$ cat src/sv/bis_pkg.sv
`default_nettype none
// ----------------------------------------------------------------------------
// bis_pkg: shared types and constants of the image scaler
// Holds the item structs, register codes, controller states and the
// size clamp used by the scaler's controller and datapath.
// ----------------------------------------------------------------------------
package bis_pkg;

  localparam int MAX_PIXELS = 524288;
  localparam int MAX_DIM    = 1024;
  localparam int PIXEL_BITS = 16;

  // Configuration registers hold 11 bits, enough for MAX_DIM itself.
  localparam int DIM_W  = 11;
  localparam int ADDR_W = $clog2(MAX_PIXELS);
  // Positions in the source frame reach MAX_DIM * MAX_DIM.
  localparam int POS_W  = $clog2(MAX_DIM * MAX_DIM) + 1;

  localparam logic [DIM_W-1:0] RST_SRC_WIDTH  = DIM_W'(640);
  localparam logic [DIM_W-1:0] RST_SRC_HEIGHT = DIM_W'(480);
  localparam logic [DIM_W-1:0] RST_DST_WIDTH  = DIM_W'(640);
  localparam logic [DIM_W-1:0] RST_DST_HEIGHT = DIM_W'(480);

  typedef enum logic [1:0] {
    REG_SRC_WIDTH,
    REG_SRC_HEIGHT,
    REG_DST_WIDTH,
    REG_DST_HEIGHT
  } cfg_reg_t;

  typedef enum logic {
    FUNC_LOAD,
    FUNC_EMIT
  } func_t;

  typedef struct packed {
    func_t                 func;
    logic [PIXEL_BITS-1:0] pixel_in;
  } in_item_t;

  typedef struct packed {
    logic [PIXEL_BITS-1:0] pixel_out;
    logic                  row_end;
    logic                  frame_end;
  } out_item_t;

  typedef enum logic [2:0] {
    ST_DIV_X_START,
    ST_DIV_X_WAIT,
    ST_DIV_Y_START,
    ST_DIV_Y_WAIT,
    ST_MUL,
    ST_RUN
  } state_t;

  typedef struct packed {
    logic div_start;
    logic div_y;
    logic cap_x;
    logic cap_y;
    logic mul_en;
    logic run;
  } ctrl_cmd_t;

  typedef struct packed {
    logic div_done;
  } dp_status_t;

  // A size of zero acts as one, sizes above MAX_DIM act as MAX_DIM.
  function automatic logic [DIM_W-1:0] clamp_dim(input logic [DIM_W-1:0] v);
    logic [DIM_W-1:0] r;
    if (v == '0) begin
      r = DIM_W'(1);
    end else if (v > DIM_W'(MAX_DIM)) begin
      r = DIM_W'(MAX_DIM);
    end else begin
      r = v;
    end
    return r;
  endfunction

endpackage
`default_nettype wire

$ cat src/sv/bis_ctrl.sv
`default_nettype none
// ----------------------------------------------------------------------------
// bis_ctrl: sequencing controller of the image scaler
// Derives the column and row ratios after reset and after every register
// write, then lets the datapath stream load and emit requests.
// ----------------------------------------------------------------------------
module bis_ctrl (
  input  wire logic                   clk,
  input  wire logic                   rst_n,
  input  wire logic                   cfg_we,
  input  wire bis_pkg::dp_status_t    status,
  output bis_pkg::ctrl_cmd_t          cmd
);
  import bis_pkg::*;

  state_t state_r, state_nxt;

  always_comb begin
    state_nxt = state_r;
    if (cfg_we) begin
      state_nxt = ST_DIV_X_START;
    end else begin
      unique case (state_r)
        ST_DIV_X_START: state_nxt = ST_DIV_X_WAIT;
        ST_DIV_X_WAIT:  if (status.div_done) state_nxt = ST_DIV_Y_START;
        ST_DIV_Y_START: state_nxt = ST_DIV_Y_WAIT;
        ST_DIV_Y_WAIT:  if (status.div_done) state_nxt = ST_MUL;
        ST_MUL:         state_nxt = ST_RUN;
        ST_RUN:         state_nxt = ST_RUN;
        default:        state_nxt = ST_DIV_X_START;
      endcase
    end
  end

  always_comb begin
    cmd = '0;
    unique case (state_r)
      ST_DIV_X_START: cmd.div_start = 1'b1;
      ST_DIV_X_WAIT:  cmd.cap_x     = status.div_done;
      ST_DIV_Y_START: begin
        cmd.div_start = 1'b1;
        cmd.div_y     = 1'b1;
      end
      ST_DIV_Y_WAIT:  cmd.cap_y     = status.div_done;
      ST_MUL:         cmd.mul_en    = 1'b1;
      ST_RUN:         cmd.run       = 1'b1;
      default:        cmd           = '0;
    endcase
  end

  always_ff @(posedge clk) begin
    if (!rst_n) begin
      state_r <= ST_DIV_X_START;
    end else begin
      state_r <= state_nxt;
    end
  end

  // Streaming may only begin once the row step and frame size are multiplied out.
  a_run_after_mul: assert property (@(posedge clk) disable iff (!rst_n)
    (state_r == ST_RUN) |-> ($past(state_r) == ST_MUL || $past(state_r) == ST_RUN))
    else $error("scaler entered streaming without finishing the ratio setup");

endmodule
`default_nettype wire

$ cat config.mk
export PLATFORM = sky130hd
export DESIGN_NAME = bis_ctrl
export DESIGN_NICKNAME = d
export VERILOG_FILES = /design/src/sv/bis_pkg.sv /design/src/sv/bis_ctrl.sv
export SDC_FILE = /design/constraint.sdc
export NUM_CORES = 1
export LEC_CHECK = 0
export ABC_AREA = 1
export BUFFER_PORTS_ARGS = -buffer_cell sky130_fd_sc_hd__buf_4
export CORE_AREA = 8 8 45 47
export CTS_CLUSTER_SIZE = 12
export DETAILED_ROUTE_END_ITERATION = 8
export DIE_AREA = 0 0 53 55
export SLEW_MARGIN = 30
export SYNTH_ARGS = -nofsm -noshare
export SYNTH_HDL_FRONTEND = slang
export SYNTH_SLANG_ARGS = --single-unit
$ cat constraint.sdc
create_clock -name clk -period 1.2 [get_ports clk]
set_input_delay 0.12 -clock clk [delete_from_list [all_inputs] [get_ports clk]]
set_output_delay 0.12 -clock clk [all_outputs]
set_load 0.02 [all_outputs]
# [Word-level counts from Yosys, hierarchy flattened]
# Cells that the tools add are included.
[op_classes] n_bitwise=1 eq_ne=7 n_mux=9 reduce_logical=5
[ops] operator="one-hot mux 3 bit (5 select lines)" count=1
[ops] operator="equality test 3 x 2 -> 1 bit (second input constant)" count=2
[ops] operator="equality test 3 bit (second input constant)" count=2
[ops] operator="two-way mux 1 bit" count=6
[ops] operator="two-way mux 3 bit" count=2
[ops] operator="OR reduction 2 bit" count=3
[ops] operator="!= test 2 bit (second input constant)" count=2
[ops] operator="equality test 3 x 1 -> 1 bit (second input constant)" count=1
[ops] operator="logical NOT 3 bit" count=1
[ops] operator="AND reduction 2 bit" count=1
[ops] operator="inverter 1 bit" count=1
[word_totals] word_cells=23 reg_bits=3 input_bits=4 out_inout_bits=6

# [Logic depth before layout (Yosys ltp)]
# Gate-level depths: netlist (run 1).
[depth] depth_word=3 mapped_depth=5 depth_no_buf=5

# [Least setup slack after synthesis (run 1)]
# No wires, ideal clock.
[synth_path] kind="register to output" from="register state_r[0]" to="output port cmd[3] (netlist bit)" arrival_ns=0.961 path_slack_ns=0.119 n_path_buf=1 path_stages_with_launch=4 cell_sequence="dfxtp_1 buf_2 nand2_1 nor3_1"
[synth_lines] item="start, declared" line_no="bis_ctrl.sv:16" text="state_t state_r, state_nxt;"
[synth_lines] item="start signal, assigned" line_no="bis_ctrl.sv:55" text="state_r <= state_nxt;"
[synth_lines] item="end, declared" line_no="bis_ctrl.sv:12" text="output bis_pkg::ctrl_cmd_t cmd"

==> impl_metrics.py, run 1 <==
metrics = {
    "status": {
        "status": "finished, final reports clean",
    },
    "logic_synthesis": {
        "synthArstFlopShare": 0,
        "synth_most_common_cell": "nor2_1",
        "syn-num-nets": 36,
        "yosys.area.top_type": "dfxtp_1",
        "ys_types": 10,
        "netlist_area_um2": 179,
        "yosys_register_bits": 3,
        "synth_ff_type": "dfxtp_1",
        "yosysSeqAreaShare": 0.336,
        "synth_cells": 32,
        "synth_warnings": 0,
        "syn_area_per_cell_um2": 5.59,
        "synth_common_cells": "nor2_1, nand2_1, inv_1",
        "synth_area_leaders": "dfxtp_1, nor2_1, nand2_1",
        "synth_edf_count": 0,
        "synthDominantCellAreaShare": 0.336,
    },
    "routing": {
        "ant_nets": 0,
        "wl_per_cell_um": 8.00,
        "drt-initial-drc-count": 13,
        "route.detailed.drc": 0,
        "vias": 220,
        "dr.pass1.iters": 4,
        "drt_wl_total_um": 480,
        "routed_via_density": 3.67,
    },
    "layout": {
        "area_delta_synth_final_pct": 64.3,
        "top_register": "state_r",
        "reg_top3": "state_r (3)",
        "utilization": 0.212,
        "drive_gt1_frac": 0.364,
        "largest_reg_flops": 3,
        "fin_nets": 49,
        "diodes": 0,
    },
    "timing": {
        "grt_setup_unrepaired": "false",
        "drv_slew": 0,
        "setup_viol": 0,
        "post-route-min-period_ns": 1.10,
        "post-route-period-util": 0.917,
        "finalClockSkew_ns": 0.00725,
        "hold_viol": 0,
        "relSlewSlack": 0.894,
        "final.setup.worst_slack_ns": 0.100,
        "max_freq_ghz": 0.909,
        "finalSetupTns_ns": 0,
        "tightestPinTransition_ns": 0.158,
    },
    "cts": {
        "cts_buffers": 3,
        "cts_root_buf": "clkbuf_4",
        "cts_sinks": 3,
        "cts_tree": "built",
        "clock_path_buffers": 2,
        "cts_hold_buf": 0,
        "htree_levels": 1,
        "clk_latency_ns": 0.24,
        "cts_setup_buffers": 0,
        "clkSlewWorstSetupHoldPaths_ns": 0.04,
    },
    "floorplan": {
        "core_um2": 1380,
        "pin_count": 10,
        "die-area_um2": 2920,
        "die_x_um": 53,
        "die_h_um": 55,
        "rows": 14,
        "initial_utilization": 0.129,
    },
    "placed_design": {
        "dp_hpwl_um": 408,
        "port_buffers": 9,
        "gp_congestion": 0.678,
        "pre_cts_ws_ns": 0.221,
    },
    "critical_path": {
        "reg2reg_depth": 5,
        "critPathCaptureType": "output port",
        "r2r_slack_ns": 0.45,
        "cp-startpoint": "state_r[0]",
        "max_stage_delay_ns": 0.37,
        "cp_top_family": "flip-flops",
        "crit_chain": "nand2_1 > nor3_1 > buf_4",
        "required_ns": 1.08,
        "slowest_stage": "dfxtp_4",
        "critPathLaunchType": "register",
        "crit_buf_inv": 1,
        "reg2reg_to": "state_r[2]",
        "path_class": "reg2out",
        "crit_arrival_ns": 0.98,
        "crit_path_end": "cmd[3]",
        "cp.depth": 3,
        "crit_fanout": 8,
        "r2r_start": "state_r[2]",
    },
    "power": {
        "powerDensity_nw_per_um2": 1120,
        "peakVddDrop_mv": 0.267,
        "p_leak_nw": 0.139,
    },
    "global_route": {
        "grt_pass1_vias": 209,
        "antenna_found_initial": 0,
        "grtUsageTotal": 0.0382,
        "grt_pass1_wl_um": 765,
        "gr-total-overflow": 0,
        "grt_max_degree": 9,
    },
    "flow_run": {
        "maxCapViolations": 0,
    },
    "min_path": {
        "hp-class": "in2reg",
        "min_from": "status",
    },
}
worst register-to-register path: cells and delay by family, from the launching register on:
kind / cells / cell delay, ns
DFF: 1 / 0.38
and+or+nand+nor: 4 / 0.21
buffers and inverters: 1 / 0.06
cells in the final DEF, fill, tap and decap left out:
master / instances
nor3_1: 2
a21oi_1: 1
clkbuf_4: 3
o21ai_1: 1
dfxtp_2: 2
nand3_1: 3
clkbuf_1: 1
nand2_1: 6
inv_1: 4
nor2_1: 10
dfxtp_4: 1
inv_2: 1
buf_4: 9
layout make-up:
cell class / count / area [um2]
multi-input cells: 23 / 95.1
fillers: 159 / 1090
clock buffers: 4 / 26.3
flip-flops and latches: 3 / 66.3
inverters: 5 / 18.8
well taps: 16 / 20.0
repair buffers: 9 / 67.6
how the worst min path moves through the flow:
| stage | endpoint | slack (ns) | depth (start not counted) |
|---|---|---|---|
| detailed placement | state_r[2] | 0.39 | 3 |
| global placement | state_r[2] | 0.39 | 3 |
| global route | state_r[2] | 0.16 | 3 |
| finish | state_r[2] | 0.14 | 3 |
| floorplan | state_r[2] | 0.25 | 2 |
| CTS | state_r[2] | 0.14 | 3 |
kinds of logic after synthesis:
kind of cell           Yosys count  share of synthesized area
and+or+nand+nor                 21                      0.476
buffers and inverters            6                      0.133
DFF                              3                      0.336
AOI/OAI and AO/OA                2                     0.0559
power breakdown:
part / internal [mW] / switching (mW) / leakage (nW) / total (mW)
Clock: 0.125 / 0.0560 / 0.0150 / 0.181
Combinational: 0.0189 / 0.0208 / 0.0980 / 0.0397
Sequential: 0.103 / 0.00547 / 0.0261 / 0.108
metal layers:
layer | up-vias | global-route usage | share of wire
met3 | 2 | 0.00802 | 0.056
met1 | 86 | 0.0379 | 0.47
met5 | - | 0 | 0
li1 | 122 | - | -
met4 | 0 | 0.0647 | 0.038
met2 | 10 | 0.0527 | 0.44
timing repair:
item                       4_1_cts  5_1_grt
setup endpoints to repair        2        5
pin swaps                        0        0
resized for setup                1        3
metrics by stage:
stage / std cells / area [um2] / hold WS, ns / power (mW)
global route: 60 / 294 / 0.157 / 0.345
global placement: 56 / 262 / 0.388 / 0.151
floorplan: 32 / 179 / 0.255 / 0.132
finish: 60 / 294 / 0.141 / 0.329
CTS: 60 / 289 / 0.139 / 0.339
detailed placement: 56 / 262 / 0.390 / 0.151
Note: power is estimated with default switching activity, not from simulation.
==> inputs of run 2 (changes only) <==
--- a/config.mk
+++ b/config.mk
@@ -11,6 +11,7 @@
 export CTS_CLUSTER_SIZE = 12
 export DETAILED_ROUTE_END_ITERATION = 8
 export DIE_AREA = 0 0 53 55
+export PLACE_DENSITY_LB_ADDON = 0.05
 export SLEW_MARGIN = 30
 export SYNTH_ARGS = -nofsm -noshare
 export SYNTH_HDL_FRONTEND = slang
==> run 2 against run 1 <==
Net effect:
- sequential cell count unchanged
- via count grew 7.7%
- die area unchanged
- critical path depth unchanged
- total power down 1.1%
- clock power is 3% lower
- combinational power increased by 2%
- design area increased by 1.7%
- register-to-register slack got worse by 0.02 ns
- sequential power barely moved
- final cell count stayed put
==> impl_metrics.py, run 2 (synthesized netlist as in run 1, its figures left out) <==
metrics = {
    "status": {
        "status": "finished, final reports clean",
    },
    "placed_design": {
        "port_buffers": 9,
        "place_area_um2": 262,
        "pre_cts_ws_ns": 0.191,
        "dp_hpwl_um": 469,
        "gp_congestion": 0.785,
    },
    "critical_path": {
        "path_class": "reg2out",
        "cp-startpoint": "state_r[0]",
        "reg2reg_to": "state_r[2]",
        "slowest_stage": "dfxtp_4",
        "crit_path_end": "cmd[3]",
        "crit_arrival_ns": 1.02,
        "crit_chain": "nand2_1 > nor3_1 > buf_4",
        "required_ns": 1.08,
        "crit_fanout": 8,
        "max_stage_delay_ns": 0.38,
        "reg2reg_depth": 5,
        "r2r_start": "state_r[2]",
        "r2r_slack_ns": 0.43,
        "critPathCaptureType": "output port",
        "critPathLaunchType": "register",
    },
    "floorplan": {
        "pin_count": 10,
        "core_um2": 1380,
        "die_h_um": 55,
        "die-area_um2": 2920,
        "rows": 14,
        "die_x_um": 53,
        "initial_utilization": 0.129,
    },
    "power": {
        "powerDensity_nw_per_um2": 1090,
        "p_leak_nw": 0.143,
        "peakVddDrop_mv": 0.233,
    },
    "cts": {
        "cts_sinks": 3,
        "clkSlewWorstSetupHoldPaths_ns": 0.04,
        "cts_hold_buf": 0,
        "cts_root_buf": "clkbuf_4",
        "cts_setup_buffers": 0,
        "cts_buffers": 3,
        "clock_path_buffers": 2,
        "cts_tree": "built",
        "clk_latency_ns": 0.23,
        "htree_levels": 1,
    },
    "global_route": {
        "grtUsageTotal": 0.0497,
        "grt_pass1_vias": 247,
        "antenna_found_initial": 0,
        "grt_pass1_wl_um": 1030,
        "gr-total-overflow": 0,
        "grt_max_degree": 9,
    },
    "layout": {
        "stdcell_area_um2": 299,
        "largest_reg_flops": 3,
        "final_common_cell": "nor2_1",
        "area_delta_synth_final_pct": 67.1,
        "layout_common_cells": "nor2_1, buf_4, nand2_1, inv_1",
        "fillers": 159,
        "top_register": "state_r",
        "fin_nets": 49,
        "diodes": 0,
        "drive_gt1_frac": 0.386,
        "reg_top3": "state_r (3)",
    },
    "timing": {
        "post-route-min-period_ns": 1.14,
        "finalClockSkew_ns": 0.00419,
        "max_freq_ghz": 0.876,
        "grt_setup_unrepaired": "false",
        "post-route-period-util": 0.951,
        "finalSetupTns_ns": 0,
        "tightestPinTransition_ns": 0.181,
        "drv_slew": 0,
        "relSlewSlack": 0.878,
        "setup_viol": 0,
        "final.setup.worst_slack_ns": 0.0590,
        "hold_viol": 0,
    },
    "flow_run": {
        "maxCapViolations": 0,
    },
    "routing": {
        "drt-initial-drc-count": 3,
        "wl_per_cell_um": 9.68,
        "dr.pass1.iters": 4,
        "routed_via_density": 3.95,
        "route.detailed.drc": 0,
        "vias": 237,
        "ant_nets": 0,
        "drt_wl_total_um": 581,
    },
    "min_path": {
        "min_path_cells": 3,
        "hp-class": "in2reg",
    },
}
==> run 2: cell counts in the layout (fill, tap and decap cells not counted) <==
No cell type changed its count.
==> run 2: timing repair <==
action / 4_1_cts / 5_1_grt
setup endpoints to repair: 2 / 5
resized for setup: 1 / 4
pin swaps: 0 / 0
==> run 2: critical path, delay by kind of cell, from the launching register on <==
family / cells / cell delay (ns)
AND/OR/NAND/NOR: 2 / 0.24
buffers and inverters: 1 / 0.18
flip-flops: 1 / 0.38
==> run 2: layer usage <==
layer	wire length, um	GRT usage	up-vias
met2	281	0.0566	10
li1	-	-	120
met3	38	0.0214	0
met1	261	0.0591	107
met4	0	0.0647	0
met5	0	0	-
==> run 2: how the worst min path moves through the flow <==
stage | endpoint | slack, ns | from
after floorplan | state_r[2] | 0.25 | status
after global placement | state_r[2] | 0.41 | status
after detailed placement | state_r[2] | 0.40 | status
after CTS | state_r[2] | 0.15 | status
after global routing | state_r[2] | 0.17 | status
final | state_r[2] | 0.16 | status
==> run 2: report_power, final <==
| part | leakage, nW | switching (mW) | internal, mW |
|---|---|---|---|
| Sequential | 0.0261 | 0.00630 | 0.103 |
| Combinational | 0.102 | 0.0216 | 0.0190 |
| Clock | 0.0150 | 0.0510 | 0.125 |
==> run 2: cell type report <==
cell class / count / area [um2] / share of cell area
flip-flops and latches: 3 / 66.3 / 0.222
repair buffers: 9 / 67.6 / 0.226
well taps: 16 / 20.0 / 0.0669
inverters: 5 / 18.8 / 0.0628
multi-input cells: 23 / 100 / 0.335
clock buffers: 4 / 26.3 / 0.0879
==> run 2: stage by stage <==
stage | power [mW] | instances | hold WS (ns) | utilization
global route | 0.349 | 60 | 0.174 | 0.216
CTS | 0.337 | 60 | 0.153 | 0.209
floorplan | 0.132 | 32 | 0.255 | -
global placement | 0.153 | 56 | 0.409 | 0.189
detailed placement | 0.152 | 56 | 0.398 | 0.189
finish | 0.325 | 60 | 0.162 | 0.216
==> inputs of run 3 (changes only) <==
--- a/config.mk
+++ b/config.mk
@@ -5,13 +5,13 @@
 export SDC_FILE = /design/constraint.sdc
 export NUM_CORES = 1
 export LEC_CHECK = 0
-export ABC_AREA = 1
 export BUFFER_PORTS_ARGS = -buffer_cell sky130_fd_sc_hd__buf_4
 export CORE_AREA = 8 8 45 47
 export CTS_CLUSTER_SIZE = 12
 export DETAILED_ROUTE_END_ITERATION = 8
 export DIE_AREA = 0 0 53 55
-export PLACE_DENSITY_LB_ADDON = 0.05
+export PLACE_DENSITY = 0.37
+export RECOVER_POWER = 25
 export SLEW_MARGIN = 30
 export SYNTH_ARGS = -nofsm -noshare
 export SYNTH_HDL_FRONTEND = slang
==> run 3 against run 2 <==
Net effect:
- register-to-register slack got worse by 0.05 ns
- worst hold slack improved by 0.036 ns
- combinational power fell by 17%
- synthesized cell count fell by 31%
==> impl_metrics.py, run 3 <==
metrics = {
    "status": {
        "status": "finished, final reports clean",
    },
    "floorplan": {
        "initial_utilization": 0.131,
        "die_x_um": 53,
        "core_um2": 1380,
        "pin_count": 10,
        "die-area_um2": 2920,
        "die_h_um": 55,
        "rows": 14,
    },
    "cts": {
        "cts_buffers": 3,
        "htree_levels": 1,
        "clkSlewWorstSetupHoldPaths_ns": 0.04,
        "cts_sinks": 3,
        "clk_latency_ns": 0.23,
        "cts_tree": "built",
        "cts_hold_buf": 0,
        "clock_path_buffers": 2,
        "cts_root_buf": "clkbuf_4",
        "cts_setup_buffers": 0,
    },
    "placed_design": {
        "place_area_um2": 258,
        "gp_congestion": 0.626,
        "placed_cells": 46,
        "dp_hpwl_um": 376,
        "port_buffers": 9,
        "pre_cts_ws_ns": 0.215,
    },
    "min_path": {
        "min_to": "state_r[0]",
        "hp-class": "in2reg",
        "min_from": "status",
        "min_path_cells": 3,
    },
    "layout": {
        "utilization": 0.215,
        "reg_top3": "state_r (3)",
        "final_cells": 50,
        "diodes": 0,
        "drive_gt1_frac": 0.559,
        "register_area_um2": 66.3,
        "stdcell_area_um2": 298,
        "layout_common_cells": "buf_4, nor2_1, clkbuf_4",
        "multi_input_area_um2": 110,
        "largest_reg_flops": 3,
        "top_register": "state_r",
        "final_common_cell": "buf_4",
        "area_delta_synth_final_pct": 64.1,
        "fin_nets": 39,
        "fillers": 156,
    },
    "logic_synthesis": {
        "synthDominantCellAreaShare": 0.331,
        "synth_edf_count": 0,
        "synthArstFlopShare": 0,
        "synth_ff_type": "dfxtp_1",
        "synth_most_common_cell": "nor2_1",
        "yosys.area.top_type": "dfxtp_1",
        "yosysSeqAreaShare": 0.331,
        "ys_types": 15,
        "syn-num-nets": 26,
        "yosys_register_bits": 3,
        "synth_cells": 22,
        "synth_warnings": 0,
        "synth_common_cells": "nor2_1, dfxtp_1, a21oi_1, inv_1",
        "syn_area_per_cell_um2": 8.25,
        "synth_area_leaders": "dfxtp_1, nor2_1, a211oi_2",
        "netlist_area_um2": 181,
    },
    "timing": {
        "whs_ns": 0.198,
        "setup_viol": 0,
        "relSlewSlack": 0.900,
        "post-route-min-period_ns": 1.16,
        "max_freq_ghz": 0.863,
        "hold_viol": 0,
        "drv_slew": 0,
        "post-route-period-util": 0.966,
        "grt_setup_unrepaired": "true",
        "tightestPinTransition_ns": 0.149,
        "finalClockSkew_ns": 0.00119,
        "final.setup.worst_slack_ns": 0.0410,
    },
    "power": {
        "powerDensity_nw_per_um2": 1070,
        "peakVddDrop_mv": 0.238,
        "p_leak_nw": 0.142,
    },
    "routing": {
        "ant_nets": 0,
        "wl_per_cell_um": 9.52,
        "route.detailed.drc": 0,
        "dr.pass1.iters": 1,
        "drt_wl_total_um": 476,
        "routed_via_density": 3.88,
        "drt-initial-drc-count": 0,
        "vias": 194,
    },
    "critical_path": {
        "reg2reg_depth": 2,
        "r2r_slack_ns": 0.38,
        "slowest_stage": "dfxtp_4",
        "critPathLaunchType": "register",
        "r2r_start": "state_r[1]",
        "required_ns": 1.08,
        "max_stage_delay_ns": 0.35,
        "path_class": "reg2out",
        "crit_arrival_ns": 1.04,
        "critPathCaptureType": "output port",
        "crit_fanout": 6,
        "crit_chain": "or2b_1 > nor2_1 > buf_4",
        "reg2reg_to": "state_r[1]",
    },
    "global_route": {
        "antenna_found_initial": 0,
        "grt_pass1_vias": 172,
        "grt_pass1_wl_um": 710,
        "grtUsageTotal": 0.0393,
        "gr-total-overflow": 0,
        "grt_max_degree": 10,
    },
    "flow_run": {
        "maxCapViolations": 0,
    },
}
[run 3: changes by cell type after synthesis, sizes merged, moves of 2 or more]
cell and change:
nor2 -6, nand2b +2, nand3 -3, nand2 -5, inv -3
[run 3: through the flow]
stage                     power (mW)  setup TNS [ns]
final                          0.319               0
after global routing           0.346         -0.0868
after CTS                      0.330               0
after detailed placement       0.143               0
after global placement         0.143               0
after floorplan                0.129               0
[run 3: final cells by class]
| cell class | count | share of cell area |
|---|---|---|
| timing repair buffer | 9 | 0.227 |
| multi-input combinational | 16 | 0.370 |
| tap | 16 | 0.0672 |
| clock buffer | 4 | 0.0882 |
| inverter | 2 | 0.0252 |
| sequential | 3 | 0.223 |
[run 3: cell families after synthesis]
family	synth area share
flip-flops	0.331
buffers and inverters	0.103
AO/OA/AOI/OAI	0.221
AND/OR/NAND/NOR	0.345
[run 3: critical path, delay by kind of cell (launching register included)]
family                 cells  cell delay, ns
and+or+nand+nor            2            0.30
DFF                        1            0.35
buffers and inverters      1            0.15
[run 3: worst max-delay path by stage]
stage,from,endpoint,slack [ns],depth (start not counted)
final,state_r[1],cmd[4],0.04,3
after global placement,state_r[1],cmd[4],0.22,3
after detailed placement,state_r[0],cmd[3],0.22,3
after floorplan,state_r[0],cmd[3],0.16,3
after global routing,state_r[1],cmd[4],-0.05,3
after CTS,state_r[1],cmd[4],0.02,3
[run 3: routing by layer]
metal,track usage,up-vias,part of all wire,routed length [um]
met5,0,-,0,0
met4,0.0517,0,0.036,17
met3,0.0401,2,0.23,109
met2,0.0430,12,0.35,168
met1,0.0348,83,0.38,181
li1,-,97,-,-
[run 3: what timing repair did]
action	CTS	global route
hold endpoints to repair	0	0
gates resized for setup	3	3
endpoints found under the setup margin	3	4
[run 3: power breakdown]
part           total, mW  leakage (nW)  internal (mW)  switching, mW
Combinational     0.0338         0.101         0.0178         0.0159
Clock              0.179        0.0150          0.125         0.0540
Sequential         0.107        0.0261          0.102        0.00489
Total              0.319         0.142          0.244         0.0749
